==> src/rtl/grsm_pkg.sv <==
package grsm_pkg;

  // modulus and derived constants
  localparam logic [29:0] PRIME_M = 30'd1000000007;
  localparam logic [29:0] INV_EXP = PRIME_M - 30'd2;
  localparam int unsigned EXP_WIDTH_DEF = 62;

  // Barrett factor floor(2^60 / M) and 2^31 mod M
  localparam logic [63:0] MU_WIDE = (64'd1 << 60) / 64'd1000000007;
  localparam logic [30:0] BARRETT_MU = MU_WIDE[30:0];
  localparam logic [63:0] TWO31_WIDE = (64'd1 << 31) % 64'd1000000007;
  localparam logic [29:0] TWO31_MOD = TWO31_WIDE[29:0];

  // sequencer states
  typedef enum logic [3:0] {
    ST_IDLE,
    ST_CHECK,
    ST_WAIT_AM,
    ST_INIT,
    ST_POW,
    ST_DRAIN,
    ST_DIFF,
    ST_WAIT_U1,
    ST_UNIT2,
    ST_WAIT_SUM,
    ST_FINISH
  } state_e;

  // issue slots of one square-and-multiply round
  typedef enum logic [2:0] {
    SL_SQ_TOP,
    SL_SQ_BOT,
    SL_SQ_INV,
    SL_MUL_TOP,
    SL_MUL_BOT,
    SL_MUL_INV
  } slot_e;

  // writeback destination of a product
  typedef enum logic [2:0] {
    DST_AM,
    DST_BT,
    DST_BB,
    DST_BI,
    DST_AT,
    DST_AB,
    DST_AI,
    DST_SUM
  } dst_e;

  typedef struct packed {
    logic        vld;
    logic        wen;
    dst_e        dst;
    logic [31:0] x;
    logic [29:0] y;
  } mul_req_t;

  typedef struct packed {
    logic        vld;
    logic        wen;
    dst_e        dst;
    logic [29:0] data;
    logic        busy;
  } mul_rsp_t;

endpackage

==> src/rtl/grsm_modmul.sv <==
module grsm_modmul (
  input  logic                clk_i,
  input  logic                rst_ni,
  input  grsm_pkg::mul_req_t  req_i,
  output grsm_pkg::mul_rsp_t  rsp_o
);
  import grsm_pkg::*;

  localparam int unsigned NSTG = 5;
  localparam logic [31:0] P32  = 32'(PRIME_M);
  localparam logic [31:0] TWO_P = 32'(PRIME_M) + 32'(PRIME_M);

  logic [NSTG-1:0] vld_q;
  logic [NSTG-1:0] wen_q;
  dst_e            dst_q [NSTG];

  logic [31:0] x0_q;
  logic [29:0] y0_q;
  logic [59:0] prod1;
  logic [59:0] p1_q;
  logic [61:0] prod2;
  logic [30:0] q2_q;
  logic [31:0] plo2_q;
  logic [31:0] prod3;
  logic [31:0] qp3_q;
  logic [31:0] plo3_q;
  logic [31:0] r4_q;
  logic [31:0] r_fix;

  // stage 1: full product, below 2^60 for every use
  assign prod1 = 60'(x0_q) * 60'(y0_q);
  // stage 2: quotient estimate
  assign prod2 = 62'(p1_q[59:29]) * 62'(BARRETT_MU);
  // stage 3: quotient times modulus, low word only
  assign prod3 = 32'(q2_q) * P32;

  // valid, write enable and destination travel with the data
  always_ff @(posedge clk_i or negedge rst_ni) begin
    if (!rst_ni) begin
      vld_q <= '0;
    end else begin
      vld_q <= {vld_q[NSTG-2:0], req_i.vld};
    end
  end

  always_ff @(posedge clk_i) begin
    wen_q    <= {wen_q[NSTG-2:0], req_i.wen};
    dst_q[0] <= req_i.dst;
    for (int i = 1; i < NSTG; i++) begin
      dst_q[i] <= dst_q[i-1];
    end
    x0_q   <= req_i.x;
    y0_q   <= req_i.y;
    p1_q   <= prod1;
    q2_q   <= prod2[61:31];
    plo2_q <= p1_q[31:0];
    qp3_q  <= prod3;
    plo3_q <= plo2_q;
    r4_q   <= plo3_q - qp3_q;
  end

  // remainder is below 3M: at most two subtractions
  always_comb begin
    if (r4_q >= TWO_P) begin
      r_fix = r4_q - TWO_P;
    end else if (r4_q >= P32) begin
      r_fix = r4_q - P32;
    end else begin
      r_fix = r4_q;
    end
  end

  assign rsp_o.vld  = vld_q[NSTG-1];
  assign rsp_o.wen  = wen_q[NSTG-1];
  assign rsp_o.dst  = dst_q[NSTG-1];
  assign rsp_o.data = r_fix[29:0];
  assign rsp_o.busy = |vld_q;

endmodule

==> config.mk <==
export PLATFORM = sky130hd
export DESIGN_NAME = grsm_modmul
export DESIGN_NICKNAME = d
export VERILOG_FILES = /design/src/rtl/grsm_pkg.sv /design/src/rtl/grsm_modmul.sv
export SDC_FILE = /design/constraint.sdc
export NUM_CORES = 2
export LEC_CHECK = 0
export ABC_AREA = 1
export BUFFER_PORTS_ARGS = -buffer_cell sky130_fd_sc_hd__buf_2
export CAP_MARGIN = 20
export CELL_PAD_IN_SITES_DETAIL_PLACEMENT = 0
export CELL_PAD_IN_SITES_GLOBAL_PLACEMENT = 1
export CORE_MARGIN = 2
export CORE_UTILIZATION = 40
export CTS_CLUSTER_SIZE = 28
export DETAILED_ROUTE_END_ITERATION = 12
export GPL_TIMING_DRIVEN = 0
export PLACE_DENSITY_LB_ADDON = 0.05
export SETUP_SLACK_MARGIN = 0.4
export SYNTH_ARGS = -nofsm -noshare
export SYNTH_HDL_FRONTEND = slang
export SYNTH_SLANG_ARGS = --single-unit
==> constraint.sdc <==
create_clock -name clk_i -period 8.7 [get_ports clk_i]
set_input_delay 1.74 -clock clk_i [delete_from_list [all_inputs] [get_ports clk_i]]
set_output_delay 1.74 -clock clk_i [all_outputs]
set_load 0.005 [all_outputs]
Yosys cells after proc, flatten, opt, wreduce, memory -nomap -nowiden

Memories as Yosys holds them, arrays and structs flattened.
Cells that the tools add are included.

Register bits: 291
RAM bits: 15
Bits of input ports: 69
Output and inout bits: 36
Logic and storage cells: 22
Memories: 1

Memories:

| name  | depth | bits a word | rd ports | clocked after memory_dff | write ports | line              | source |
|---|---|---|---|---|---|---|---|
| dst_q | 5     | 3           | 5        | 0                        | 5           | grsm_modmul.sv:15 | `dst_e dst_q [NSTG];` |

Add/subtract/negate cells: 3
$mul: 3
Magnitude comparators: 2
Mux-type cells: 2
Reduce and logical (&&, ||, !) cells: 1

Operators with widths:

| cell                                                                     | number |
|---|---|
| 32-bit by 30-bit multiplier with 60-bit output                           | 1 |
| 30-bit two-way mux                                                       | 2 |
| 30-bit subtractor (second input constant)                                | 2 |
| 31-bit by 28-bit multiplier with 59-bit output (second input constant)   | 1 |
| 32-bit by 30-bit >= comparator with 1-bit output (second input constant) | 1 |
| 32-bit by 31-bit >= comparator with 1-bit output (second input constant) | 1 |
| 31-bit by 30-bit multiplier with 32-bit output (second input constant)   | 1 |
| 32-bit subtractor                                                        | 1 |
| 5-bit OR reduction                                                       | 1 |

Depth between registers and ports, before layout

Word-level depth: 3
Depth in mapped cells: 32

Least setup slack after synthesis

OpenSTA, ideal clock, no wires.

Path type: register -> register
From: register x0_q[30]
To: register p1_q[51]
Arrival time: 6,421 ps
Data required time: 8,587 ps
Setup slack: 2,166 ps
Stages on the path, launching flop included: 28
Clock period less this slack: 6,534 ps
Cells stage by stage: dfxtp_1 clkbuf_1 clkbuf_1 nand2_1 fa_1 inv_1 fa_1 fa_1 inv_1 fa_1 inv_1 fa_1 fa_1 fa_1 inv_1 fa_1 inv_1 ha_1 nand2_1 nor2_1 inv_1 nor2_1 inv_1 nor2_1 nand3_1 or2_2 nand4_1 nand2_1

Longest elaborated chain between the ends: 1

Ends and longest elaborated chain:

| what                                           | line              | source |
|---|---|---|
| start: declaration                             | grsm_modmul.sv:17 | `logic [31:0] x0_q;` |
| start signal: assignment                       | grsm_modmul.sv:52 | `x0_q <= req_i.x;` |
| 32-bit by 30-bit multiplier with 60-bit output | grsm_modmul.sv:31 | `assign prod1 = 60'(x0_q) * 60'(y0_q);` |
| named net prod1[51]                            | grsm_modmul.sv:19 | `logic [59:0] prod1;` |
| end signal: assignment                         | grsm_modmul.sv:54 | `p1_q <= prod1;` |
| end: declaration                               | grsm_modmul.sv:20 | `logic [59:0] p1_q;` |

The timed path passes the listed nets, and every way through them passes these cells.

Worst setup path after layout

From: register y0_q[7]
To: register p1_q[35]

Longest elaborated chain between the ends: 1

Ends and longest elaborated chain:

| what                                           | line              | source |
|---|---|---|
| start: declaration                             | grsm_modmul.sv:18 | `logic [29:0] y0_q;` |
| start signal: assignment                       | grsm_modmul.sv:53 | `y0_q <= req_i.y;` |
| 32-bit by 30-bit multiplier with 60-bit output | grsm_modmul.sv:31 |  |
| named net prod1[35]                            | grsm_modmul.sv:19 |  |

The timed path passes the listed nets, and every way through them passes these cells.

==> results.py <==
metrics = {
    "status": {
        "run_status": "finished, final reports clean",
    },
    "timing": {
        "worst_pin_slew_ps": 1210,
        "finClkSkew_ps": 47.2,
        "setup_viol_count_final": 0,
        "finalMaxSlewViolations": 0,
        "rsz0062_at_grt": "no",
        "final_hold_viol_count": 0,
        "slew_headroom_pct": 19.5,
        "fin_ws_ps": 700,
        "final_critical_path_share_of_the_clock_period_pct": 92.0,
        "max_freq_mhz": 125,
        "final.setup.tns_ps": 0,
        "finalWorstPathRequiredPeriod_ps": 8000,
    },
    "yosys": {
        "yosys.area.top_type": "sky130_fd_sc_hd__fa_1",
        "synthTopCellsByArea": "sky130_fd_sc_hd__fa_1, sky130_fd_sc_hd__ha_1, sky130_fd_sc_hd__inv_1",
        "synthesized_instance_count": 8304,
        "synth_top_area_share_pct": 38.6,
        "yosys_warnings": 0,
        "synth_area_um2": 66300,
        "synthesis.area_per_instance_um2": 7.98,
        "synth_sequential_area_ratio_pct": 9.28,
        "synthesized_net_count": 10435,
        "number_of_distinct_standard_cells_referenced_by_the_synthesized_netlist": 46,
        "yosys_register_bits": 306,
    },
    "setup_path": {
        "worst-path-buf-inv": 8,
        "setup.worst_path.end_class": "register",
        "critPathRequiredTime_ps": 9200,
        "arrival_ps": 8500,
        "timing.critical_path.fanout_max": 10,
        "cpPeakStageDelay_ps": 850,
        "critPathSlowestCell": "sky130_fd_sc_hd__clkbuf_1",
        "worst_setup_path_start_kind": "register",
        "path_common_cell": "sky130_fd_sc_hd__fa_1",
        "worst-setup-path-type": "reg -> reg",
        "worst_path_dominant_cell_family": "adder cells",
    },
    "layout": {
        "num_antenna_cells": 0,
        "flow.area_growth_from_synthesis_pct": 7.40,
        "layout.cells.most_common_list": "sky130_fd_sc_hd__inv_1, sky130_fd_sc_hd__nand2_1, sky130_fd_sc_hd__fa_1",
        "finish.net_count": 10599,
        "mostFrequentLayoutCell": "sky130_fd_sc_hd__inv_1",
        "drive_gt1_share_pct": 2.86,
    },
    "global_route": {
        "first_global_vias": 56078,
        "grt_start_max_net_pins": 15,
        "grt_antenna_before_repair": 2,
        "grt_first_pass_wirelength_um": 356000,
        "global_route_total_overflow": 0,
        "grt.total_usage_pct": 28.5,
    },
    "clocking": {
        "clk_root_buffer_cell": "sky130_fd_sc_hd__clkbuf_16",
        "clk_pin_slew_worst_paths_ps": 60,
        "clock-sinks": 306,
        "cts_inserted_buffers": 38,
        "clock_insertion_delay_worst_skew_ps": 650,
        "number_of_levels_the_h_tree_was_split_into": 2,
        "postCtsSetupBuffers": 0,
        "buffers_from_clock_root_to_sink_at_most": 3,
        "tritoncts": "yes",
    },
    "detailed_routing": {
        "wirelength_um": 235000,
        "drt_iter0_drc": 3070,
        "route.detailed.wl_per_inst_um": 22.0,
        "postRouteAntennaNets": 0,
        "post-route-drc-count": 0,
        "detail_route.first_pass.iterations": 5,
        "vias": 51823,
        "vias_per_cell": 4.85,
    },
    "placed_design": {
        "detailedPlace.worstSlack_ps": 738,
        "gp_routability_congestion": 0.953,
        "dp_hpwl_um": 206000,
        "number_of_port_buffers": 104,
    },
    "floorplan": {
        "io-pin-count": 105,
        "die_area_um2": 169000,
        "floorplan.initialDensity_pct": 40.2,
        "die-height_um": 411,
        "core-area_um2": 165000,
        "std_cell_rows": 149,
        "floorplan.die.width_um": 411,
    },
    "worst_hold_path": {
        "worst_hold_path_type": "reg -> reg",
    },
    "run": {
        "max_cap_viol_count": 0,
    },
}
kinds of logic after synthesis:
group	count (synthesis)	synth area share, %
AOI/OAI and AO/OA	513	4.24
buffers and inverters	2687	15.4
adders and majority gates	2062	53.4
and+or+nand+nor	2563	15.4
DFF	306	9.28
xor gates and xnor gates	173	2.29
metrics by stage:
step	utilization [%]	instances	hold WS (ps)	instance area, um^2
5_1_grt	43.2	10685	327	71200
2_1_floorplan	-	8304	310	66300
3_3_place_gp	42.2	10597	310	69500
3_5_place_dp	42.4	10617	312	69900
4_1_cts	43.2	10685	322	71200
6_report	43.2	10685	324	71200
Yosys cell counts (all sizes together):
library cell and count:
inv 2466, ha 783, a31oi 21, o211ai 8, nor4 6, nor3b 2
nand2 1809, xor2 137, buf 31, o21ai 176, nor3 40, o21a 7
nor2 426, xnor2 36, dfxtp 301, dfrtp 5, fa 1279, a21o 21
o31ai 3, o221ai 1, o21bai 33, nand3 223, nand3b 12, and3 7
a21boi 6, or2 2, o311ai 1, clkbuf 190, and2 1, a21oi 236
nand4 35
final timing paths:
check / from / endpoint / slack [ps] / depth (start not counted)
max reg2reg: y0_q[7]$_DFF_P_ / p1_q[35]$_DFF_P_ / 700 / 25
max: y0_q[7]$_DFF_P_ / p1_q[35]$_DFF_P_ / 700 / 25
max in group asynchronous: rst_ni / vld_q[1]$_DFF_PN0_ / 7630 / 1
min: plo2_q[30]$_DFF_P_ / plo3_q[30]$_DFF_P_ / 320 / 0
min reg2reg: plo2_q[30]$_DFF_P_ / plo3_q[30]$_DFF_P_ / 320 / 0
min in group asynchronous: rst_ni / vld_q[3]$_DFF_PN0_ / 920 / 1
layout make-up:
| type | instances | area, um^2 |
|---|---|---|
| fillers | 17266 | 93600 |
| multi-input cells | 5311 | 49900 |
| inverters | 2466 | 9260 |
| flip-flops and latches | 306 | 6150 |
| well taps | 2189 | 2740 |
| clock buffers | 47 | 1030 |
| plain buffers | 221 | 932 |
| repair buffers | 124 | 846 |
| clock inverters | 21 | 292 |
state kept, by name (all words and copies together), names as in the netlist:
register and count:
wen_q 5, vld_q 5, qp3_q 32, y0_q 30, dst_q 15, q2_q 31
p1_q 60, plo2_q 32, plo3_q 32, r4_q 32, x0_q 32
timing repair:
action,4_1_cts,5_1_grt
hold buffers,0,0
resized for setup,0,3
endpoints found under the setup margin,0,1
routing by layer:
metal | wire, um | track usage, % | share of wire [%] | vias to the layer above
met3 | 9320 | 2.60 | 4.0 | 268
met4 | 8170 | 8.76 | 3.5 | 0
li1 | - | - | - | 24420
met5 | 0 | 0 | 0 | -
met1 | 103000 | 37.4 | 44 | 26020
met2 | 115000 | 49.7 | 49 | 1115
Power is not shown: default switching activity piles up to over one toggle a cycle in this logic, so the estimate is an artifact.
